<file path="config.mk">
export PLATFORM = sky130hd
export DESIGN_NAME = wenp_csr
export DESIGN_NICKNAME = d
export VERILOG_FILES = /design/src/wenp_pkg.sv /design/src/wenp_csr.sv
export SDC_FILE = /design/constraint.sdc
export NUM_CORES = 1
export LEC_CHECK = 0
export BUFFER_PORTS_ARGS = -buffer_cell sky130_fd_sc_hd__buf_2
export CAP_MARGIN = 10
export CORE_ASPECT_RATIO = 0.75
export CORE_MARGIN = 4
export CORE_UTILIZATION = 38
export DETAILED_ROUTE_END_ITERATION = 8
export MAX_ROUTING_LAYER = met4
export PLACE_DENSITY = 0.78
export SETUP_SLACK_MARGIN = 0.05
export SYNTH_ARGS = -nofsm -noshare
export SYNTH_HDL_FRONTEND = slang
export SYNTH_SLANG_ARGS = --single-unit
</file>
<file path="constraint.sdc">
create_clock -name clock -period 1.2 [get_ports clock]
set_clock_uncertainty 0.2 [all_clocks]
set_input_delay 0.18 -clock clock [delete_from_list [all_inputs] [get_ports clock]]
set_output_delay 0.18 -clock clock [all_outputs]
set_load 0.05 [all_outputs]
</file>
<file path="src/wenp_pkg.sv">
package wenp_pkg;

   localparam int NODE_COUNT = 8;
   localparam int SIGMOID_TABLE_DEPTH = 256;

   localparam int NODE_W = (NODE_COUNT > 1) ? $clog2(NODE_COUNT) : 1;
   localparam int SUM_W = 16 + NODE_W;
   localparam int DEN_W = (SUM_W > 18) ? SUM_W : 18;
   localparam int DIV_STEPS = 17;
   localparam int STEP_W = 5;
   localparam int COST_W = 29;
   localparam int SIG_IDX_W = $clog2(SIGMOID_TABLE_DEPTH);

   localparam logic [27:0] COST_MAX = 28'hFFFFFFF;
   localparam logic [15:0] LOAD_THRESHOLD_RESET = 16'd19661;
   localparam logic [15:0] PENALTY_GAIN_RESET = 16'd6554;
   localparam logic [15:0] WEIGHT_RESET = 16'd16384;

   localparam logic [2:0] MODE_LOAD = 3'd0;
   localparam logic [2:0] MODE_SLOT = 3'd1;
   localparam logic [2:0] MODE_PREF = 3'd2;
   localparam logic [2:0] MODE_SCHED = 3'd3;
   localparam logic [2:0] MODE_XFER = 3'd4;

   localparam logic REG_LOAD_THRESHOLD = 1'b0;
   localparam logic REG_PENALTY_GAIN = 1'b1;

   localparam logic [15:0] SIG_OFFSET [4] = '{16'd0, 16'd6554, 16'd13107, 16'd19661};

   typedef logic [15:0] sig_rom_type [SIGMOID_TABLE_DEPTH];

   typedef enum logic [4:0] {
      ST_IDLE, ST_DECODE, ST_LOAD, ST_SUM, ST_RCHK, ST_RDIV, ST_RTAKE,
      ST_SIG_IDX, ST_SIG_READ, ST_SIG_SUM, ST_WCHK, ST_WDIV, ST_WTAKE,
      ST_PREF, ST_SPRE, ST_SMUL1, ST_SMUL2, ST_SCAND, ST_TCHK, ST_TDIV,
      ST_TCAND, ST_COMMIT, ST_DONE
   } ctrl_state_type;

   typedef enum logic [4:0] {
      OP_NONE, OP_LOAD, OP_ACC, OP_RATIO_ZERO, OP_DIV_START_RATIO,
      OP_DIV_START_W, OP_DIV_START_T, OP_DIV_STEP, OP_RATIO_TAKE,
      OP_SIG_IDX, OP_SIG_READ, OP_SIG_SUM, OP_W_TAKE, OP_PREF,
      OP_SCHED_PRE, OP_MUL1, OP_MUL2, OP_SCAND, OP_TCAND, OP_COMMIT,
      OP_PUBLISH
   } dp_op_type;

   typedef struct packed {
      dp_op_type         op;
      logic [NODE_W-1:0] node;
      logic [1:0]        wsel;
      logic              idle;
   } dp_cmd_type;

   typedef struct packed {
      logic       req_valid;
      logic [2:0] mode;
      logic       fits;
      logic       cap_zero;
      logic       sum_zero;
      logic       ssum_zero;
      logic       out_free;
   } dp_status_type;

   // Long division used only while the sigmoid table is built at elaboration.
   function automatic logic [63:0] udiv64(input logic [63:0] num, input logic [63:0] den);
      logic [63:0] q;
      logic [64:0] r;
      q = '0;
      r = '0;
      for (int b = 63; b >= 0; b--) begin
         r = {r[63:0], num[b]};
         if (r >= {1'b0, den}) begin
            r = r - {1'b0, den};
            q[b] = 1'b1;
         end
      end
      return q;
   endfunction

   function automatic logic [63:0] exp_neg(input logic [63:0] a);
      logic [63:0] b;
      logic [63:0] term;
      logic [63:0] sum;
      b = a << 10;
      term = 64'd1 << 30;
      sum = 64'd1 << 30;
      for (int n = 1; n <= 6; n++) begin
         term = udiv64((term * b) >> 30, 64'(n));
         if ((n & 1) == 1) begin
            sum = sum - term;
         end else begin
            sum = sum + term;
         end
      end
      for (int sq = 0; sq < 4; sq++) begin
         sum = (sum * sum) >> 30;
      end
      return sum;
   endfunction

   function automatic sig_rom_type build_sig_rom();
      sig_rom_type rom;
      longint      x;
      logic [63:0] a;
      logic [63:0] e;
      logic [63:0] v;
      for (int i = 0; i < SIGMOID_TABLE_DEPTH; i++) begin
         x = -longint'(262144)
             + longint'(udiv64(64'd524288 * 64'(i), 64'(SIGMOID_TABLE_DEPTH)));
         a = (x < 0) ? 64'(-x) : 64'(x);
         e = exp_neg(a);
         if (x < 0) begin
            v = udiv64(e << 16, (64'd1 << 30) + e);
         end else begin
            v = udiv64(64'd1 << 46, (64'd1 << 30) + e);
         end
         rom[i] = v[15:0];
      end
      return rom;
   endfunction

   localparam sig_rom_type SIG_ROM = build_sig_rom();

endpackage

</file>
<file path="src/wenp_csr.sv">
module wenp_csr (
   input  logic        clock,
   input  logic        reset,
   input  logic        psel,
   input  logic        penable,
   input  logic        pwrite,
   input  logic [2:0]  paddr,
   input  logic [31:0] pwdata,
   output logic [31:0] prdata,
   output logic        pready,
   output logic [15:0] load_threshold,
   output logic [15:0] penalty_gain
);
   import wenp_pkg::*;

   logic [15:0] thr_ff, thr_in;
   logic [15:0] gain_ff, gain_in;
   logic        wr_en;

   assign pready = 1'b1;
   assign wr_en = psel && penable && pwrite;

   always_comb begin
      thr_in = thr_ff;
      gain_in = gain_ff;
      if (wr_en) begin
         case (paddr[2])
            REG_LOAD_THRESHOLD: thr_in = pwdata[15:0];
            REG_PENALTY_GAIN:   gain_in = pwdata[15:0];
            default:            thr_in = thr_ff;
         endcase
      end
   end

   always_comb begin
      case (paddr[2])
         REG_LOAD_THRESHOLD: prdata = {16'd0, thr_ff};
         REG_PENALTY_GAIN:   prdata = {16'd0, gain_ff};
         default:            prdata = 32'd0;
      endcase
   end

   always_ff @(posedge clock) begin
      if (reset) begin
         thr_ff <= LOAD_THRESHOLD_RESET;
         gain_ff <= PENALTY_GAIN_RESET;
      end else begin
         thr_ff <= thr_in;
         gain_ff <= gain_in;
      end
   end

   assign load_threshold = thr_ff;
   assign penalty_gain = gain_ff;
endmodule

</file>
==> impl_metrics.yaml, run 1 <==
worst_setup_path:
  cp.arrival_ns: 1.08
  required_ns: 0.82
  cp_num_buf_inv: 1
  max_stage_delay_ns: 0.36
  path_class: "reg -> out"
  start_kind: "flip-flop"
  critPathSlowestCell: "dfxtp_4"
  critPathCaptureType: "output pin"
  cp_max_fo: 3
  worstSetupStartpoint: "penalty_gain[2]"
  critPathTopFamily: "flip-flops"
  rr_startpoint: "load_threshold[2]"
  cp_cell_sequence: "mux2_4 > buf_8"
power:
  ir_worst_vdd_uv: 576
  p_clk_share_pct: 34.6
  netSwitchingPower_mw: 0.890
  pwr_density_cell_nw_per_um2: 888
  pwr-share-seq_pct: 37.4
  power.total_mw: 2.92
  sw_frac_of_total_pct: 30.5
  intPower_mw: 2.03
  comb_power_share_pct: 28.0
  p_leak_nw: 1.48
floorplanning:
  die_w_um: 85.1
  die_y_um: 65.8
  num_io_pins: 105
  start_util_pct: 40.6
  rows: 20
  die-area_um2: 5610
  coreArea_um2: 4180
global_routing:
  grtUsageTotal_pct: 18.0
  grt_pass1_wl_mm: 7.68
  grt_overflow: 0
  antenna_found_initial: 0
  grt_pass1_vias: 1598
  grt_max_degree: 58
finish:
  final_nets: 332
  n_antenna_cell: 0
  area_growth_pct: 93.7
  drive_above_1_share_pct: 57.3
  post-route-util_pct: 78.6
  fillCellCount: 254
  stdcell_count: 348
logic_synthesis:
  synth_area_leader_cell: "dfxtp_1"
  synth-simple-area-share_pct: 19.2
  ys_seq_elements: 32
  synth_compound_area_share_pct: 0
  synthCells: 172
  synth_area_um2: 1700
  synth-adder-area-share_pct: 0
  synth_area_per_cell_um2: 9.86
  synth_top_area_share_pct: 37.8
  synth.mux.area_fraction_pct: 29.5
  ys_warn_count: 0
  synth-xor-area-share_pct: 0
  synth_top_family_by_area: "multiplexers"
  ys_top_cells_by_area: "dfxtp_1 (38%), mux2i_1 (19%), nand2b_1 (11%)"
  ys_seq_area_share_pct: 37.8
  yosysUniqueCellTypes: 15
cts:
  cts_made_buffers: 5
  cts_tree: "done"
  clk_pin_slew_ns: 0.07
  cts_max_path_buffers: 2
  numClockSinks: 32
  htreeDepth: 2
  clk_latency_ns: 0.28
  cts-root-buf: "clkbuf_8"
worst_hold_path:
  worst_hold_path_type: "in -> reg"
  min_from: "penable"
drt:
  viasPerCell: 4.55
  vias: 1582
  wirelength_mm: 5.08
  drtPass1Iterations: 4
  drcViolationCount: 0
  wire_per_inst_um: 14.6
  postRouteAntennaNets: 0
  drt_iter0_markers: 32
outcome:
  outcome: "finished, violations left"
  violations: "negative setup slack"
sta:
  setup_violations: 41
  timing.fmax_mhz: 686
  hold_ws_ns: 0.129
  period_minus_slack_ns: 1.46
  final_max_slew_viol_count: 0
  final.period_utilization_pct: 121
  rsz0062_at_grt: "true"
  fin_ws_ns: -0.258
  hold_viol: 0
place:
  place_congestion: 0.680
  dp_cells: 294
  numPortBuffers: 69
  pre_cts_slack_ns: -0.206
  dp_hpwl_mm: 2.84
job:
  maxCapViolCount: 0
-- cells in the mapped netlist (all sizes together) --
| cell | instances |
|---|---|
| mux2 | 16 |
| mux2i | 32 |
| nand4 | 1 |
| and4 | 1 |
| conb | 2 |
| dfxtp | 32 |
| nand4b | 1 |
| clkbuf | 2 |
| and4b | 1 |
| nor2 | 27 |
| buf | 27 |
| nand2b | 30 |
-- tightest hold or removal path, delay by kind of cell --
family	cells	cell delay, ns
and+or+nand+nor	1	0.16
muxes	1	0.12
buffers and inverters	1	0.11
-- cells by family after synthesis --
kind of cell | count (synthesis)
other cells | 2
simple gates | 61
buf+inv | 29
flops | 32
mux | 48
-- area by class of cell --
class                      count  area [um^2]  share of cell area, %
timing repair buffer         127         1450                   44.0
multi-input combinational    126          955                   29.1
sequential                    32          708                   21.6
clock buffer                   5         68.8                   2.10
tap                           55         68.8                   2.10
clock inverter                 3         37.5                   1.14
-- registers in the layout, summed over array words and instances, names as in the netlist --
name	count
load_threshold	16
penalty_gain	16
-- path summary, 6_finish.rpt --
check	endpoint	cells past startpoint	slack (ns)
setup / recovery	prdata[2]	2	-0.26
hold reg to reg	load_threshold[8]	2	0.29
hold / removal	penalty_gain[9]	3	0.13
setup reg to reg	load_threshold[2]	5	0.06
-- power groups by stage --
| stage | registers, mW | clock network (mW) | logic [mW] |
|---|---|---|---|
| after floorplan | 1.19 | 0 | 0.445 |
| after global placement | 1.11 | 0 | 0.601 |
| after detailed placement | 1.11 | 0 | 0.605 |
| after CTS | 1.09 | 1.03 | 0.774 |
| after global routing | 1.09 | 1.09 | 0.852 |
| final | 1.09 | 1.01 | 0.817 |
-- layer usage --
metal	global-route usage, %	vias up	share of wire [%]
met1	18.1	733	39
met5	-	-	0
met4	6.52	0	2.5
met2	33.3	61	53
li1	-	774	-
met3	5.23	14	5.9
-- metrics by stage --
step / setup TNS (ns) / instance area, um^2
after global placement: -5.66 / 2210
after floorplan: -0.0142 / 1900
final: -5.10 / 3280
after detailed placement: -6.30 / 2210
after global routing: -6.24 / 3280
after CTS: -4.59 / 3090
-- layout by cell type, fill, tap and decap left out --
| cell type | Yosys | layout |
|---|---|---|
| dfxtp_2 | 0 | 21 |
| bufinv_16 | 0 | 1 |
| and4_4 | 1 | 1 |
| buf_2 | 5 | 21 |
| dfxtp_4 | 0 | 11 |
| nor2_2 | 0 | 2 |
| clkinv_1 | 0 | 2 |
| buf_8 | 0 | 45 |
| buf_12 | 1 | 5 |
| nand4_1 | 1 | 1 |
| buf_6 | 3 | 28 |
| dlygate4sd3_1 | 0 | 16 |
| buf_4 | 18 | 12 |
| nand4b_1 | 1 | 1 |
| conb_1 | 2 | 17 |
| nand2b_1 | 30 | 30 |
| mux2_4 | 0 | 16 |
| clkbuf_8 | 0 | 5 |
| nor2_1 | 27 | 25 |
| and4b_1 | 1 | 1 |
| mux2i_1 | 32 | 32 |
-- what timing repair did --
action | 4_1_cts | 5_1_grt
hold buffers | 16 | 0
gates resized for setup | 148 | 32
endpoints found under the setup margin | 48 | 51
endpoints found under the hold margin | 32 | 0
pin swaps | 0 | 2
setup buffers | 16 | 25
No activity file was read; power rests on OpenSTA's default activity.
==> inputs of run 2 (changes only) <==
Settings changed: GPL_ROUTABILITY_DRIVEN set to 1, SETUP_SLACK_MARGIN 0.05 to 0.15.
==> run 2 against run 1 <==
- the flow finishes with violations (negative hold slack, negative setup slack)
- largest power group unchanged
- critical path depth stayed put
- global-route usage is 0.47 points lower
- clock power about the same
- non-clock buffer count stayed put
==> impl_metrics.yaml, run 2 (synthesis results as in run 1) <==
outcome:
  outcome: "finished, violations left"
  violations: "negative hold slack, negative setup slack"
finish:
  fin_area_um2: 3360
  final_common_cell: "buf_8"
  area_growth_pct: 98.3
  fillCellCount: 240
  n_antenna_cell: 0
  drive_above_1_share_pct: 60.8
  final_cell_mix: "buf_8 (44), buf_6 (33), mux2i_1 (32)"
  final_nets: 332
cts:
  htreeDepth: 2
  cts_made_buffers: 5
  clk_latency_ns: 0.28
  cts_max_path_buffers: 2
  numClockSinks: 32
  clk_pin_slew_ns: 0.07
  hold_buffers: 13
  cts_tree: "done"
  cts-root-buf: "clkbuf_8"
power:
  p_leak_nw: 1.56
  ir_worst_vdd_uv: 570
  pwr_density_cell_nw_per_um2: 874
sta:
  tns_ns: -5.72
  final_max_slew_viol_count: 0
  hold_viol: 5
  final.period_utilization_pct: 121
  setup_violations: 42
  timing.fmax_mhz: 687
  hold_ws_ns: -0.0402
  period_minus_slack_ns: 1.46
  rsz0062_at_grt: "true"
  fin_ws_ns: -0.256
worst_setup_path:
  worstSetupStartpoint: "penalty_gain[1]"
  reg2reg_slack_ns: 0.08
  cp_max_fo: 3
  r2r_end: "penalty_gain[10]"
  crit_end: "prdata[1]"
  ff2ff_path_depth: 5
  path_class: "reg -> out"
  critPathSlowestCell: "dfxtp_4"
  cp_cell_sequence: "mux2_4 > buf_8"
  critPathCaptureType: "output pin"
  start_kind: "flip-flop"
  required_ns: 0.82
  rr_startpoint: "penalty_gain[10]"
  max_stage_delay_ns: 0.36
  cp.arrival_ns: 1.08
drt:
  drcViolationCount: 0
  drtPass1Iterations: 4
  vias: 1585
  wl_met3_um: 280
  postRouteAntennaNets: 0
  route.top_layer_used: "met4"
  wl_met1_mm: 2.08
  viasPerCell: 4.55
  drt_iter0_markers: 39
  met2_length_mm: 2.92
  wirelength_mm: 5.37
  wire_per_inst_um: 15.4
job:
  maxCapViolCount: 0
worst_hold_path:
  worst_hold_path_type: "in -> reg"
  min_from: "pwdata[11]"
floorplanning:
  rows: 20
  num_io_pins: 105
  die-area_um2: 5610
  die_y_um: 65.8
  start_util_pct: 40.6
  die_w_um: 85.1
  coreArea_um2: 4180
place:
  numPortBuffers: 69
  place_congestion: 0.665
  pre_cts_slack_ns: -0.207
  placed_area_um2: 2180
  dp_hpwl_mm: 2.83
global_routing:
  grt_pass1_vias: 1561
  grt_overflow: 0
  grt_max_degree: 35
  grtUsageTotal_pct: 17.5
  antenna_found_initial: 0
  grt_pass1_wl_mm: 7.39
[run 2: cell types whose count changed in the layout (fill, tap and decap cells not counted), sizes merged]
cell	before	now
buf	111	113
clkbuf	5	6
dlygate4sd3	16	6
dlymetal6s4s	0	7
[run 2: critical path: cells and delay by family (launching register included)]
family	cells	cell delay, ns
buffers and inverters	1	0.15
flip-flops	1	0.36
multiplexers	1	0.27
[run 2: per-stage QoR]
stage | util, % | hold slack (ns) | cells | power, mW
final | 80.4 | -0.0402 | 348 | 2.94
after global placement | 52.3 | 0.246 | 289 | 1.71
after floorplan | - | 0.125 | 187 | 1.64
after CTS | 73.5 | -0.0459 | 331 | 2.90
after global routing | 80.4 | -0.0222 | 348 | 3.05
after detailed placement | 52.3 | 0.253 | 289 | 1.72
[run 2: area by class of cell]
type / instances / area, um^2 / area share, %
clock buffers: 5 / 68.8 / 2.05
clock inverters: 3 / 37.5 / 1.12
multi-input cells: 126 / 976 / 29.0
flip-flops and latches: 32 / 711 / 21.1
well taps: 55 / 68.8 / 2.05
repair buffers: 127 / 1500 / 44.6
[run 2: layer usage]
metal,vias to the layer above,global-route usage (%)
li1,780,-
met1,744,18.7
met2,50,31.5
met3,11,4.11
met4,0,7.11
met5,-,-
[run 2: power breakdown]
part	internal (mW)	switching, mW	total (mW)
clock network	0.604	0.401	1.01
logic	0.365	0.479	0.844
registers	1.07	0.0206	1.09
total	2.04	0.900	2.94
[run 2: how the worst min path moves through the flow]
stage                         endpoint  depth (start not counted)
floorplan            load_threshold[1]                          2
detailed placement  load_threshold[12]                          3
global route           penalty_gain[3]                          3
finish              load_threshold[11]                          3
global placement    load_threshold[11]                          3
CTS                 load_threshold[11]                          3
[run 2: what timing repair did]
item / 4_1_cts / 5_1_grt
resized for setup: 147 / 46
setup buffers: 21 / 16
pin swaps: 0 / 7
gates cloned: 0 / 1
endpoints found under the hold margin: 31 / 1
setup endpoints to repair: 48 / 63
