**src/wenp_pkg.sv**
```systemverilog
package wenp_pkg;

   localparam int NODE_COUNT = 8;
   localparam int SIGMOID_TABLE_DEPTH = 256;

   localparam int NODE_W = (NODE_COUNT > 1) ? $clog2(NODE_COUNT) : 1;
   localparam int SUM_W = 16 + NODE_W;
   localparam int DEN_W = (SUM_W > 18) ? SUM_W : 18;
   localparam int DIV_STEPS = 17;
   localparam int STEP_W = 5;
   localparam int COST_W = 29;
   localparam int SIG_IDX_W = $clog2(SIGMOID_TABLE_DEPTH);

   localparam logic [27:0] COST_MAX = 28'hFFFFFFF;
   localparam logic [15:0] LOAD_THRESHOLD_RESET = 16'd19661;
   localparam logic [15:0] PENALTY_GAIN_RESET = 16'd6554;
   localparam logic [15:0] WEIGHT_RESET = 16'd16384;

   localparam logic [2:0] MODE_LOAD = 3'd0;
   localparam logic [2:0] MODE_SLOT = 3'd1;
   localparam logic [2:0] MODE_PREF = 3'd2;
   localparam logic [2:0] MODE_SCHED = 3'd3;
   localparam logic [2:0] MODE_XFER = 3'd4;

   localparam logic REG_LOAD_THRESHOLD = 1'b0;
   localparam logic REG_PENALTY_GAIN = 1'b1;

   localparam logic [15:0] SIG_OFFSET [4] = '{16'd0, 16'd6554, 16'd13107, 16'd19661};

   typedef logic [15:0] sig_rom_type [SIGMOID_TABLE_DEPTH];

   typedef enum logic [4:0] {
      ST_IDLE, ST_DECODE, ST_LOAD, ST_SUM, ST_RCHK, ST_RDIV, ST_RTAKE,
      ST_SIG_IDX, ST_SIG_READ, ST_SIG_SUM, ST_WCHK, ST_WDIV, ST_WTAKE,
      ST_PREF, ST_SPRE, ST_SMUL1, ST_SMUL2, ST_SCAND, ST_TCHK, ST_TDIV,
      ST_TCAND, ST_COMMIT, ST_DONE
   } ctrl_state_type;

   typedef enum logic [4:0] {
      OP_NONE, OP_LOAD, OP_ACC, OP_RATIO_ZERO, OP_DIV_START_RATIO,
      OP_DIV_START_W, OP_DIV_START_T, OP_DIV_STEP, OP_RATIO_TAKE,
      OP_SIG_IDX, OP_SIG_READ, OP_SIG_SUM, OP_W_TAKE, OP_PREF,
      OP_SCHED_PRE, OP_MUL1, OP_MUL2, OP_SCAND, OP_TCAND, OP_COMMIT,
      OP_PUBLISH
   } dp_op_type;

   typedef struct packed {
      dp_op_type         op;
      logic [NODE_W-1:0] node;
      logic [1:0]        wsel;
      logic              idle;
   } dp_cmd_type;

   typedef struct packed {
      logic       req_valid;
      logic [2:0] mode;
      logic       fits;
      logic       cap_zero;
      logic       sum_zero;
      logic       ssum_zero;
      logic       out_free;
   } dp_status_type;

   // Long division used only while the sigmoid table is built at elaboration.
   function automatic logic [63:0] udiv64(input logic [63:0] num, input logic [63:0] den);
      logic [63:0] q;
      logic [64:0] r;
      q = '0;
      r = '0;
      for (int b = 63; b >= 0; b--) begin
         r = {r[63:0], num[b]};
         if (r >= {1'b0, den}) begin
            r = r - {1'b0, den};
            q[b] = 1'b1;
         end
      end
      return q;
   endfunction

   function automatic logic [63:0] exp_neg(input logic [63:0] a);
      logic [63:0] b;
      logic [63:0] term;
      logic [63:0] sum;
      b = a << 10;
      term = 64'd1 << 30;
      sum = 64'd1 << 30;
      for (int n = 1; n <= 6; n++) begin
         term = udiv64((term * b) >> 30, 64'(n));
         if ((n & 1) == 1) begin
            sum = sum - term;
         end else begin
            sum = sum + term;
         end
      end
      for (int sq = 0; sq < 4; sq++) begin
         sum = (sum * sum) >> 30;
      end
      return sum;
   endfunction

   function automatic sig_rom_type build_sig_rom();
      sig_rom_type rom;
      longint      x;
      logic [63:0] a;
      logic [63:0] e;
      logic [63:0] v;
      for (int i = 0; i < SIGMOID_TABLE_DEPTH; i++) begin
         x = -longint'(262144)
             + longint'(udiv64(64'd524288 * 64'(i), 64'(SIGMOID_TABLE_DEPTH)));
         a = (x < 0) ? 64'(-x) : 64'(x);
         e = exp_neg(a);
         if (x < 0) begin
            v = udiv64(e << 16, (64'd1 << 30) + e);
         end else begin
            v = udiv64(64'd1 << 46, (64'd1 << 30) + e);
         end
         rom[i] = v[15:0];
      end
      return rom;
   endfunction

   localparam sig_rom_type SIG_ROM = build_sig_rom();

endpackage

```
**src/wenp_ctrl.sv**
```systemverilog
module wenp_ctrl (
   input  logic                   clock,
   input  logic                   reset,
   input  wenp_pkg::dp_status_type status,
   output wenp_pkg::dp_cmd_type    cmd
);
   import wenp_pkg::*;

   ctrl_state_type      state_ff, state_in;
   logic [NODE_W-1:0]   node_ff, node_in;
   logic [STEP_W-1:0]   step_ff, step_in;
   logic [1:0]          wsel_ff, wsel_in;
   logic                last_node;
   logic                last_step;

   assign last_node = (node_ff == NODE_W'(NODE_COUNT - 1));
   assign last_step = (step_ff == STEP_W'(DIV_STEPS - 1));

   always_comb begin
      state_in = state_ff;
      node_in = node_ff;
      step_in = step_ff;
      wsel_in = wsel_ff;
      cmd.op = OP_NONE;
      cmd.node = node_ff;
      cmd.wsel = wsel_ff;
      cmd.idle = 1'b0;
      case (state_ff)
         ST_IDLE: begin
            cmd.idle = 1'b1;
            if (status.req_valid) begin
               state_in = ST_DECODE;
            end
         end
         ST_DECODE: begin
            node_in = '0;
            wsel_in = 2'd0;
            if (status.mode == MODE_LOAD) begin
               state_in = ST_LOAD;
            end else if (status.mode == MODE_SLOT) begin
               state_in = ST_SUM;
            end else if (status.mode == MODE_PREF) begin
               state_in = ST_PREF;
            end else if (status.mode == MODE_SCHED) begin
               state_in = ST_SPRE;
            end else if (status.mode == MODE_XFER) begin
               state_in = ST_TCHK;
            end else begin
               state_in = ST_DONE;
            end
         end
         ST_LOAD: begin
            cmd.op = OP_LOAD;
            state_in = ST_DONE;
         end
         ST_SUM: begin
            cmd.op = OP_ACC;
            if (last_node) begin
               state_in = ST_RCHK;
            end else begin
               node_in = node_ff + 1'b1;
            end
         end
         ST_RCHK: begin
            step_in = '0;
            if (status.sum_zero) begin
               cmd.op = OP_RATIO_ZERO;
               state_in = ST_SIG_IDX;
            end else begin
               cmd.op = OP_DIV_START_RATIO;
               state_in = ST_RDIV;
            end
         end
         ST_RDIV: begin
            cmd.op = OP_DIV_STEP;
            step_in = step_ff + 1'b1;
            if (last_step) begin
               state_in = ST_RTAKE;
            end
         end
         ST_RTAKE: begin
            cmd.op = OP_RATIO_TAKE;
            state_in = ST_SIG_IDX;
         end
         ST_SIG_IDX: begin
            cmd.op = OP_SIG_IDX;
            state_in = ST_SIG_READ;
         end
         ST_SIG_READ: begin
            cmd.op = OP_SIG_READ;
            state_in = ST_SIG_SUM;
         end
         ST_SIG_SUM: begin
            cmd.op = OP_SIG_SUM;
            state_in = ST_WCHK;
         end
         ST_WCHK: begin
            step_in = '0;
            if (status.ssum_zero) begin
               state_in = ST_DONE;
            end else begin
               cmd.op = OP_DIV_START_W;
               state_in = ST_WDIV;
            end
         end
         ST_WDIV: begin
            cmd.op = OP_DIV_STEP;
            step_in = step_ff + 1'b1;
            if (last_step) begin
               state_in = ST_WTAKE;
            end
         end
         ST_WTAKE: begin
            cmd.op = OP_W_TAKE;
            if (wsel_ff == 2'd3) begin
               state_in = ST_DONE;
            end else begin
               wsel_in = wsel_ff + 1'b1;
               state_in = ST_WCHK;
            end
         end
         ST_PREF: begin
            cmd.op = OP_PREF;
            if (last_node) begin
               state_in = ST_DONE;
            end else begin
               node_in = node_ff + 1'b1;
            end
         end
         ST_SPRE: begin
            cmd.op = OP_SCHED_PRE;
            state_in = ST_SMUL1;
         end
         ST_SMUL1: begin
            if (status.fits) begin
               cmd.op = OP_MUL1;
               state_in = ST_SMUL2;
            end else if (last_node) begin
               state_in = ST_COMMIT;
            end else begin
               node_in = node_ff + 1'b1;
            end
         end
         ST_SMUL2: begin
            cmd.op = OP_MUL2;
            state_in = ST_SCAND;
         end
         ST_SCAND: begin
            cmd.op = OP_SCAND;
            if (last_node) begin
               state_in = ST_COMMIT;
            end else begin
               node_in = node_ff + 1'b1;
               state_in = ST_SMUL1;
            end
         end
         ST_TCHK: begin
            step_in = '0;
            if (status.fits) begin
               if (status.cap_zero) begin
                  state_in = ST_TCAND;
               end else begin
                  cmd.op = OP_DIV_START_T;
                  state_in = ST_TDIV;
               end
            end else if (last_node) begin
               state_in = ST_COMMIT;
            end else begin
               node_in = node_ff + 1'b1;
            end
         end
         ST_TDIV: begin
            cmd.op = OP_DIV_STEP;
            step_in = step_ff + 1'b1;
            if (last_step) begin
               state_in = ST_TCAND;
            end
         end
         ST_TCAND: begin
            cmd.op = OP_TCAND;
            if (last_node) begin
               state_in = ST_COMMIT;
            end else begin
               node_in = node_ff + 1'b1;
               state_in = ST_TCHK;
            end
         end
         ST_COMMIT: begin
            cmd.op = OP_COMMIT;
            state_in = ST_DONE;
         end
         ST_DONE: begin
            if (status.out_free) begin
               cmd.op = OP_PUBLISH;
               state_in = ST_IDLE;
            end
         end
         default: begin
            state_in = ST_IDLE;
         end
      endcase
   end

   always_ff @(posedge clock) begin
      if (reset) begin
         state_ff <= ST_IDLE;
         node_ff <= '0;
         step_ff <= '0;
         wsel_ff <= 2'd0;
      end else begin
         state_ff <= state_in;
         node_ff <= node_in;
         step_ff <= step_in;
         wsel_ff <= wsel_in;
      end
   end
endmodule

```
**config.mk**
```make
export PLATFORM = sky130hd
export DESIGN_NAME = wenp_ctrl
export DESIGN_NICKNAME = d
export VERILOG_FILES = /design/src/wenp_pkg.sv /design/src/wenp_ctrl.sv
export SDC_FILE = /design/constraint.sdc
export NUM_CORES = 1
export LEC_CHECK = 0
export ABC_CLOCK_PERIOD_IN_PS = 1600
export BUFFER_PORTS_ARGS = -buffer_cell sky130_fd_sc_hd__buf_2
export CORE_ASPECT_RATIO = 1.4
export CORE_MARGIN = 3
export CORE_UTILIZATION = 52
export CTS_CLUSTER_DIAMETER = 200
export DETAILED_ROUTE_END_ITERATION = 10
export PLACE_DENSITY_LB_ADDON = 0.1
export SLEW_MARGIN = 20
export SYNTH_ARGS = -nofsm -noshare
export SYNTH_HDL_FRONTEND = slang
export SYNTH_SLANG_ARGS = --single-unit
```
**constraint.sdc**
```tcl
create_clock -name clock -period 1.6 [get_ports clock]
set_input_delay 0.08 -clock clock [delete_from_list [all_inputs] [get_ports clock]]
set_output_delay 0.08 -clock clock [all_outputs]
set_load 0.05 [all_outputs]
```
==> summary.txt, run 1 <==
Synth
  • Sequential area share after synthesis: 17.8%
  • Synthesized net count: 253
  • Fraction of registers with async set/reset: 0%
  • Number of flops mapped to enable cells by yosys: 0
  • Cell area after synthesis: 0.00169 sq mm
  • Avg Cell Area, Syn: 7.12 sq um
  • Main flop type after synthesis: dfxtp_1
  • YS warnings: 0
  • Yosys cell types: 54
  • Post-Synthesis Cells: 237
  • FF+latch count, synth: 15

Clocking
  • Clk sinks: 15
  • Cts bufs inserted: 3
  • Clock Path Buffers: 2
  • Clk root buf: clkbuf_8
  • # H-tree levels: 1

Floorplanning
  • Die W: 54.2 um
  • Ports: 22
  • Die Y: 73.4 um
  • Initial Util: 56.4%
  • Row Count: 23

STA
  • Worst_ep grt: node_ff[2]$_SDFFE_PP0P_/D
  • Worst-path end type: register data pin

GRT
  • Largest net degree at the start of global routing: 18
  • Initial antenna violation count: 0

Placement
  • Port Buffer Count: 21
  • HPWL Detailed: 4510 um
  • Gpl congestion: 0.965
  • Area after DPL: 0.00229 sq mm

Status
  • First error: [ERROR DPL-0033] detailed placement checks failed during check placement.
  • Status: aborted with a tool error
  • Halt Stage: global routing (5_1_grt)
what timing repair did:
action                                  in CTS
setup buffers                               10
pin swaps                                   20
gates cloned                                 1
hold buffers                                 0
endpoints found under the setup margin      21
resized for setup                           66
kinds of logic after synthesis:
| group | synth area share [%] |
|---|---|
| AOI/OAI and AO/OA | 31.9 |
| buffers and inverters | 9.41 |
| and+or+nand+nor | 32.2 |
| DFF | 17.8 |
| xor gates and xnor gates | 2.59 |
| muxes | 2.45 |
| adders and majority gates | 3.71 |
Yosys cell counts, drive strengths merged (3+ instances only):
cell | number | area share [%]
nor2 | 25 | 5.6
nand2 | 22 | 4.9
a21oi | 19 | 5.6
buf | 17 | 6.9
o21ai | 17 | 5.3
dfxtp | 15 | 18
nor2b | 10 | 3.7
nand2b | 9 | 3.3
a22o | 8 | 4.2
a22oi | 8 | 3.6
nor3 | 8 | 2.7
inv | 7 | 1.6
a31oi | 6 | 2.2
nand3 | 6 | 1.8
ha | 5 | 3.7
and2 | 4 | 1.8
clkbuf | 4 | 0.96
a211oi | 3 | 2.1
mux2i | 3 | 1.8
nand4 | 3 | 1.1
nor3b | 3 | 1.3
o32ai | 3 | 1.6
xnor2 | 3 | 1.6
per-stage QoR:
step	cells	worst slack (ns)	TNS [ns]
2_1_floorplan	237	-0.286	-1.80
4_1_cts	353	-0.233	-1.53
3_3_place_gp	339	-0.183	-1.88
3_5_place_dp	339	-0.239	-2.78
==> run 2: changes to the inputs <==
==> config.mk (replaced) <==
export PLATFORM = sky130hd
export DESIGN_NAME = wenp_ctrl
export DESIGN_NICKNAME = d
export VERILOG_FILES = /design/src/wenp_pkg.sv /design/src/wenp_ctrl.sv
export SDC_FILE = /design/constraint.sdc
export NUM_CORES = 1
export LEC_CHECK = 0
export ABC_CLOCK_PERIOD_IN_PS = 2080
export BUFFER_PORTS_ARGS = -buffer_cell sky130_fd_sc_hd__buf_2
export CORE_MARGIN = 3
export CORE_UTILIZATION = 40
export DETAILED_ROUTE_END_ITERATION = 10
export PLACE_DENSITY_LB_ADDON = 0.15
export SLEW_MARGIN = 20
export SYNTH_ARGS = -nofsm -noshare
export SYNTH_HDL_FRONTEND = slang
export SYNTH_SLANG_ARGS = --single-unit
==> constraint.sdc (replaced) <==
create_clock -name clock -period 2.08 [get_ports clock]
set_input_delay 0.104 -clock clock [delete_from_list [all_inputs] [get_ports clock]]
set_output_delay 0.104 -clock clock [all_outputs]
set_load 0.05 [all_outputs]
==> summary.txt, run 2 <==
Synth
  • Avg Cell Area, Syn: 7.12 sq um
  • Main flop type after synthesis: dfxtp_1
  • Synth top area cells: dfxtp_1 18%, a21oi_1 5.6%, nor2_1 5.6%
  • FF+latch count, synth: 15
  • Count leader, synth: nor2_1
  • Most common library cells after synthesis: 25 x nor2_1, 22 x nand2_1, 19 x a21oi_1, 15 x dfxtp_1, 15 x o21ai_0
  • Fraction of registers with async set/reset: 0%
  • Post-Synthesis Cells: 237
  • Number of flops mapped to enable cells by yosys: 0
  • Cell area after synthesis: 0.00169 sq mm
  • YS warnings: 0
  • Synthesized net count: 253
  • Yosys cell types: 54
  • Cell taking the most area after synthesis: dfxtp_1
  • Sequential area share after synthesis: 17.8%
  • Post-synth top area share: 17.8%

Worst setup path
  • CP max-delay cell: dfxtp_2
  • Startpoint Class: flip-flop
  • Crit path max-delay family: buffers and inverters
  • Critical Path, Cell by Cell: buf_4 -> clkinvlp_4 -> a21oi_1 -> nand2_1 -> o21ai_0 -> a22oi_2 -> nand3_1 -> buf_2
  • Required time worst endpoint: 1.98 ns
  • Crit Path Class: flip-flop to output port
  • CP Max Fanout: 8
  • Critical path endpoint category: output port
  • Largest stage delay, worst path: 0.44 ns
  • CP bufs+invs: 3
  • Worst path arrival time: 1.85 ns

Clocking
  • Clk root buf: clkbuf_8
  • Skew-Pair Late Insertion Delay: 0.24 ns
  • Clock Path Buffers: 2
  • Clk sinks: 15
  • Hold_buf cts: 0
  • Cts bufs inserted: 3
  • TritonCTS clock tree: built
  • Clk slew on worst S/H paths: 0.05 ns
  • # H-tree levels: 1

Route
  • DRC errors left: 0
  • Drt first pass iters: 4
  • Vias per cell: 5.88
  • Via count: 1842
  • Antenna-violating nets left: 0
  • WL per Instance: 16.0 um
  • WL final: 5000 um
  • Initial DRC Count: 148

Cells and area
  • Layout cells sized above 1: 25.7%
  • Largest registers: state_ff: 5 flops, step_ff: 5 flops, node_ff: 3 flops
  • Most frequent cells in the layout: 25 x nor2_1, 24 x buf_4, 22 x nand2_1
  • Layout Nets: 282
  • Layout area overhead: 17.6%
  • Layout Utilization: 51.5%
  • Antenna Cells: 0
  • Commonest non-fill, non-tap cell in the layout: nor2_1

Floorplanning
  • Die Y: 71.0 um
  • DIE AREA: 0.00504 sq mm
  • Ports: 22
  • Core Region: 0.00385 sq mm
  • Initial Util: 43.8%
  • Die W: 71.0 um
  • Row Count: 22

STA
  • Slew HR: 66.5%
  • Pins Over Slew Limit: 0
  • Worst-margin pin slew: 0.500 ns
  • Worst Clk Skew: 0.00511 ns
  • Fin. Hold Viols: 0
  • Unrepaired setup endpoints after global routing: no
  • Min Tclk post-route: 1.96 ns
  • Period utilization: 94.1%
  • Final Setup Violations: 0
  • Max Freq: 511 MHz

Power and ir drop
  • Total power draw: 2440 uW
  • Internal power: 1150 uW
  • Sequential power share: 18.5%
  • Logic pwr share: 72.2%
  • Cell area power density: 1230 mW/mm^2
  • Peak VDD IR: 768 uV
  • Clk pwr share: 9.4%
  • Net switching power: 1300 uW
  • Sw Ratio: 53.0%
  • Static Leak: 0.000787 uW

Placement
  • Gpl congestion: 0.857
  • Port Buffer Count: 21
  • HPWL Detailed: 3880 um

Flow run
  • Max_cap viols: 0

GRT
  • Total grt overflow: 0
  • Largest net degree at the start of global routing: 17
  • Number of global-route vias before repair: 1720
  • First-pass GRT wire length: 8120 um
  • Initial antenna violation count: 0
  • All-layer global routing usage: 19.7%

Min path
  • Type of the tightest min-delay check: primary input to flip-flop

Status
  • Status: completed
[run 2: cell counts after synthesis]
Identical to the previous run, type by type.
[run 2: stage by stage]
| stage | instance area [sq um] | std cells | hold WS, ns | setup TNS [ns] | worst slack (ns) |
|---|---|---|---|---|---|
| floorplan | 1700 | 237 | 0.387 | -0.0230 | -0.0230 |
| global placement | 1910 | 309 | 0.442 | 0 | 0.0893 |
| detailed placement | 1910 | 309 | 0.451 | 0 | 0.103 |
| CTS | 1970 | 313 | 0.198 | 0 | 0.0239 |
| global route | 1990 | 313 | 0.215 | 0 | 0.00249 |
| finish | 1990 | 313 | 0.201 | 0 | 0.122 |
[run 2: area by class of cell]
type                       count  area [sq um]
fill                         411          1870
sequential                    15           312
inverter                       7          30.0
tap                           48          60.1
timing repair buffer          45           288
multi-input combinational    194          1250
clock buffer                   4          45.0
[run 2: worst paths after layout]
check	start	cells past startpoint	slack (ns)	endpoint
min	reset	2	0.20	wsel_ff[0]$_SDFFE_PP0P_
min reg2reg	node_ff[1]$_SDFFE_PP0P_	1	0.49	node_ff[1]$_SDFFE_PP0P_
max	state_ff[0]$_SDFFE_PP0P_	8	0.12	cmd[8]
max reg2reg	state_ff[2]$_SDFFE_PP0P_	6	0.18	node_ff[0]$_SDFFE_PP0P_
[run 2: logic make-up after synthesis]
group           count (synthesis)  share of synthesized area, %
compound gates                 79                          31.9
xor+xnor                        5                          2.59
fa+ha+maj                       5                          3.71
buf+inv                        28                          9.41
flops                          15                          17.8
mux                             4                          2.45
simple gates                  101                          32.2
[run 2: routing by layer]
| metal | vias to the layer above | share of wire (%) | track usage, % |
|---|---|---|---|
| met2 | 44 | 46 | 32.5 |
| li1 | 921 | - | - |
| met3 | 6 | 4.1 | 3.55 |
| met4 | 0 | 1.4 | 4.80 |
| met5 | - | 0 | 0 |
| met1 | 871 | 48 | 26.6 |
[run 2: repair_timing]
action / in CTS / in global routing
endpoints found under the setup margin: 3 / 3
gates resized for setup: 4 / 6
setup buffers: 0 / 0
[run 2: power by group through the flow]
stage / combinational, uW / sequential (uW) / clock (uW)
floorplan: 1350 / 372 / 0
finish: 1760 / 451 / 229
detailed placement: 1720 / 438 / 0
global route: 1890 / 460 / 247
global placement: 1720 / 438 / 0
CTS: 1720 / 439 / 234
Power figures use the tool's default switching activity.
==> run 3: changes to the inputs <==
--- a/config.mk
+++ b/config.mk
@@ -5,10 +5,11 @@
 export SDC_FILE = /design/constraint.sdc
 export NUM_CORES = 1
 export LEC_CHECK = 0
-export ABC_CLOCK_PERIOD_IN_PS = 2080
+export ABC_CLOCK_PERIOD_IN_PS = 2200
 export BUFFER_PORTS_ARGS = -buffer_cell sky130_fd_sc_hd__buf_2
 export CORE_MARGIN = 3
 export CORE_UTILIZATION = 40
+export CTS_BUF_LIST = sky130_fd_sc_hd__clkbuf_16
 export DETAILED_ROUTE_END_ITERATION = 10
 export PLACE_DENSITY_LB_ADDON = 0.15
 export SLEW_MARGIN = 20
==> constraint.sdc (replaced) <==
create_clock -name clock -period 2.2 [get_ports clock]
set_input_delay 0.11 -clock clock [delete_from_list [all_inputs] [get_ports clock]]
set_output_delay 0.11 -clock clock [all_outputs]
set_load 0.05 [all_outputs]
==> summary.txt, run 3 (synthesis results as in run 2) <==
Cells and area
  • Commonest non-fill, non-tap cell in the layout: nor2_1
  • Layout area overhead: 16.7%
  • Layout cells sized above 1: 23.0%
  • Finished Cell Area: 0.00197 sq mm
  • Most frequent cells in the layout: 25 x nor2_1, 22 x nand2_1, 21 x buf_2
  • Largest registers: state_ff: 5 flops, step_ff: 5 flops, node_ff: 3 flops
  • Antenna Cells: 0
  • Fill count: 414
  • Layout Nets: 278

STA
  • Min Tclk post-route: 2.06 ns
  • Period utilization: 93.5%
  • Pins Over Slew Limit: 0
  • Final Setup Violations: 0
  • Max Freq: 486 MHz
  • Slew HR: 68.0%
  • Worst Clk Skew: 0.00324 ns
  • Setup TNS: 0 ns
  • Unrepaired setup endpoints after global routing: no
  • Worst-margin pin slew: 0.479 ns
  • Fin. Hold Viols: 0

GRT
  • All-layer global routing usage: 19.6%
  • First-pass GRT wire length: 8100 um
  • Initial antenna violation count: 0
  • Total grt overflow: 0
  • Number of global-route vias before repair: 1698
  • Largest net degree at the start of global routing: 22

Clocking
  • TritonCTS clock tree: built
  • Hold_buf cts: 0
  • Cts bufs inserted: 3
  • Buffer count from post-CTS setup fixing: 0
  • Clk sinks: 15
  • # H-tree levels: 1
  • Skew-Pair Late Insertion Delay: 0.25 ns
  • Clk slew on worst S/H paths: 0.05 ns
  • Clk root buf: clkbuf_16
  • Clock Path Buffers: 2

Route
  • Vias per cell: 6.08
  • WL final: 4910 um
  • Drt first pass iters: 4
  • Initial DRC Count: 189
  • DRC errors left: 0
  • WL per Instance: 15.9 um
  • Antenna-violating nets left: 0
  • Via count: 1879

Worst setup path
  • Crit Path Class: flip-flop to output port
  • Crit path max-delay family: simple AND/OR/NAND/NOR gates
  • CP max-delay cell: dfxtp_2
  • Critical Path, Cell by Cell: nor4b_2 -> nand3_1 -> nor2_1 -> a31oi_1 -> o2111ai_1 -> buf_2
  • Critical path endpoint category: output port
  • CP Max Fanout: 19
  • Required time worst endpoint: 2.09 ns
  • CP bufs+invs: 1
  • Startpoint Class: flip-flop
  • Worst path arrival time: 1.95 ns
  • Largest stage delay, worst path: 0.42 ns

Floorplanning
  • Ports: 22
  • DIE AREA: 0.00504 sq mm
  • Initial Util: 43.8%
  • Die W: 71.0 um
  • Core Region: 0.00385 sq mm
  • Die Y: 71.0 um
  • Row Count: 22

Flow run
  • Max_cap viols: 0

Placement
  • Port Buffer Count: 21
  • Area after DPL: 0.00188 sq mm
  • Gpl congestion: 0.951
  • HPWL Detailed: 3750 um

Power and ir drop
  • Peak VDD IR: 525 uV
  • Cell area power density: 1200 mW/mm^2
  • Static Leak: 0.000778 uW

Min path
  • Type of the tightest min-delay check: primary input to flip-flop

Status
  • Status: completed
run 3: layout make-up:
cell class	instances	area (sq um)	share of cell area, %
Clock buffer	3	75.1	3.81
Clock inverter	1	7.51	0.381
Inverter	7	26.3	1.33
Multi-Input combinational cell	194	1240	63.0
Sequential cell	15	305	15.5
Tap cell	48	60.1	3.05
Timing Repair Buffer	41	255	13.0
run 3: metal layers:
| metal | track usage (%) | wire length [um] | vias to the layer above |
|---|---|---|---|
| met4 | 6.26 | 117 | 0 |
| met5 | 0 | 0 | - |
| li1 | - | - | 915 |
| met2 | 30.2 | 2210 | 73 |
| met1 | 27.6 | 2210 | 881 |
| met3 | 3.41 | 378 | 10 |
run 3: final timing paths:
path,to,start,slack [ns],depth (start not counted)
worst max-delay path,cmd[7],state_ff[2]$_SDFFE_PP0P_,0.14,6
worst max register to register,state_ff[2]$_SDFFE_PP0P_,state_ff[4]$_SDFFE_PP0P_,0.31,7
worst min register to register,step_ff[4]$_SDFFE_PP0P_,step_ff[4]$_SDFFE_PP0P_,0.49,2
worst min-delay path,wsel_ff[0]$_SDFFE_PP0P_,reset,0.19,2
run 3: where the power goes:
group | switching, uW | internal, uW | total (uW) | leakage (uW)
Clock | 117 | 245 | 362 | 0.0000371
Combinational | 979 | 594 | 1570 | 0.000618
Sequential | 118 | 315 | 433 | 0.000123
run 3: stage by stage:
step	std cells	utilization [%]	setup slack, ns	hold slack [ns]	power (uW)
final	309	51.1	0.143	0.187	2370
after global placement	305	48.7	0.169	0.446	1990
after global routing	309	51.1	0.0343	0.219	2530
after CTS	309	51.0	0.0280	0.191	2350
after floorplan	237	-	0.0421	0.393	1610
after detailed placement	305	48.7	0.168	0.446	1970
run 3: what timing repair did:
action                     4_1_cts  5_1_grt
setup endpoints to repair        1        5
gates resized for setup          1        4
cloned                           0        0
==> run 4: changes to the inputs <==
--- a/config.mk
+++ b/config.mk
@@ -12,6 +12,7 @@
 export CTS_BUF_LIST = sky130_fd_sc_hd__clkbuf_16
 export DETAILED_ROUTE_END_ITERATION = 10
 export PLACE_DENSITY_LB_ADDON = 0.15
+export RECOVER_POWER = 50
 export SLEW_MARGIN = 20
 export SYNTH_ARGS = -nofsm -noshare
 export SYNTH_HDL_FRONTEND = slang
==> summary.txt, run 4 (synthesis results as in run 2) <==
Floorplanning
  • Core Region: 0.00385 sq mm
  • Ports: 22
  • Die Y: 71.0 um
  • Initial Util: 43.8%
  • DIE AREA: 0.00504 sq mm
  • Row Count: 22
  • Die W: 71.0 um

Worst setup path
  • Startpoint Class: flip-flop
  • CP bufs+invs: 1
  • Crit path max-delay family: simple AND/OR/NAND/NOR gates
  • Crit Path Class: flip-flop to output port
  • Required time worst endpoint: 2.09 ns
  • Reg-to-reg setup timing slack: 0.32 ns
  • Critical Path, Cell by Cell: nor4b_2 -> nand3_1 -> nor2_1 -> a31oi_1 -> o2111ai_1 -> buf_2
  • Largest stage delay, worst path: 0.42 ns
  • CP Max Fanout: 19
  • Critical path endpoint category: output port
  • CP max-delay cell: dfxtp_2
  • Worst path arrival time: 1.95 ns

Route
  • WL per Instance: 16.0 um
  • Via count: 1883
  • Antenna-violating nets left: 0
  • Vias per cell: 6.09
  • WL final: 4940 um
  • Initial DRC Count: 194
  • DRC errors left: 0
  • Drt first pass iters: 5

STA
  • Setup TNS: 0 ns
  • Max Freq: 485 MHz
  • Min Tclk post-route: 2.06 ns
  • Pins Over Slew Limit: 0
  • Period utilization: 93.6%
  • Fin. Hold Viols: 0
  • Worst Clk Skew: 0.00275 ns
  • Final Setup Violations: 0
  • Unrepaired setup endpoints after global routing: no
  • Slew HR: 60.7%
  • Worst-margin pin slew: 0.592 ns

Clocking
  • Buffer count from post-CTS setup fixing: 0
  • Clock Path Buffers: 2
  • Clk sinks: 15
  • # H-tree levels: 1
  • Cts bufs inserted: 3
  • Clk root buf: clkbuf_16
  • Skew-Pair Late Insertion Delay: 0.25 ns
  • TritonCTS clock tree: built
  • Clk slew on worst S/H paths: 0.05 ns

Min path
  • Type of the tightest min-delay check: primary input to flip-flop

Placement
  • Placed cells: 305
  • Gpl congestion: 0.951
  • Area after DPL: 0.00188 sq mm
  • HPWL Detailed: 3750 um
  • Port Buffer Count: 21

Power and ir drop
  • Static Leak: 0.000745 uW
  • Cell area power density: 1200 mW/mm^2
  • Total power draw: 2360 uW
  • Peak VDD IR: 525 uV

Status
  • Status: completed

GRT
  • Initial antenna violation count: 0
  • Total grt overflow: 0
  • All-layer global routing usage: 19.6%
  • First-pass GRT wire length: 8100 um
  • Largest net degree at the start of global routing: 22
  • Number of global-route vias before repair: 1698

Cells and area
  • Layout cells sized above 1: 19.9%
  • Finished Cell Area: 0.00196 sq mm
  • Layout Nets: 278
  • Antenna Cells: 0
  • Fill count: 421
  • Largest registers: state_ff: 5 flops, step_ff: 5 flops, node_ff: 3 flops
  • Most frequent cells in the layout: 25 x nor2_1, 22 x nand2_1, 19 x a21oi_1, 19 x buf_4, 15 x o21ai_0
  • Commonest non-fill, non-tap cell in the layout: nor2_1
  • Layout area overhead: 15.9%
  • Post-route insts no fill: 309
  • Layout Utilization: 50.8%

Flow run
  • Max_cap viols: 0
==> run 4: cell count changes in the layout (fill, tap and decap cells not counted), sizes merged <==
| cell | delta |
|---|---|
| clkbuf | +8 |
| buf | -8 |
==> run 4: path summary, 6_finish.rpt <==
check / start / end / depth (start not counted)
hold reg to reg: step_ff[4]$_SDFFE_PP0P_ / step_ff[4]$_SDFFE_PP0P_ / 2
setup reg to reg: state_ff[4]$_SDFFE_PP0P_ / state_ff[1]$_SDFFE_PP0P_ / 7
hold / removal: reset / wsel_ff[0]$_SDFFE_PP0P_ / 2
setup / recovery: state_ff[2]$_SDFFE_PP0P_ / cmd[7] / 6
==> run 4: per-layer routing <==
layer,track usage [%],vias to the layer above,routed length [um]
met2,30.2,100,2250
met5,0,-,0
met1,27.6,856,2180
met3,3.41,12,393
met4,6.26,0,125
li1,-,915,-
==> run 4: through the flow <==
step | hold slack [ns] | setup slack (ns)
2_1_floorplan | 0.393 | 0.0421
3_3_place_gp | 0.446 | 0.169
3_5_place_dp | 0.446 | 0.168
4_1_cts | 0.191 | 0.0280
5_1_grt | 0.219 | 0.0343
6_report | 0.186 | 0.140
==> run 4: worst reg2reg max path, cell delays in order (launching register included) <==
cell,delay (ns)
dfxtp_1,0.40
buf_4,0.23
nand2b_1,0.17
a21oi_1,0.13
o21ai_2,0.19
o2111ai_2,0.19
a211oi_4,0.34
a22o_1,0.19
==> run 4: cell type report <==
cell class	instances	area, sq um	share of cell area [%]
timing repair buffer	41	243	12.4
multi-input combinational	194	1240	63.4
tap	48	60.1	3.07
clock inverter	1	7.51	0.384
inverter	7	26.3	1.34
clock buffer	3	75.1	3.84
sequential	15	305	15.6
==> run 4: timing repair <==
item                       in CTS  in global routing
setup endpoints to repair       1                  5
hold buffers                    0                  0
resized for setup               1                  4
hold endpoints to repair        0                  0
==> run 4: power breakdown <==
part           switching (uW)  internal (uW)
clock network             115            245
logic                     980            585
registers                 118            315
total                    1210           1140
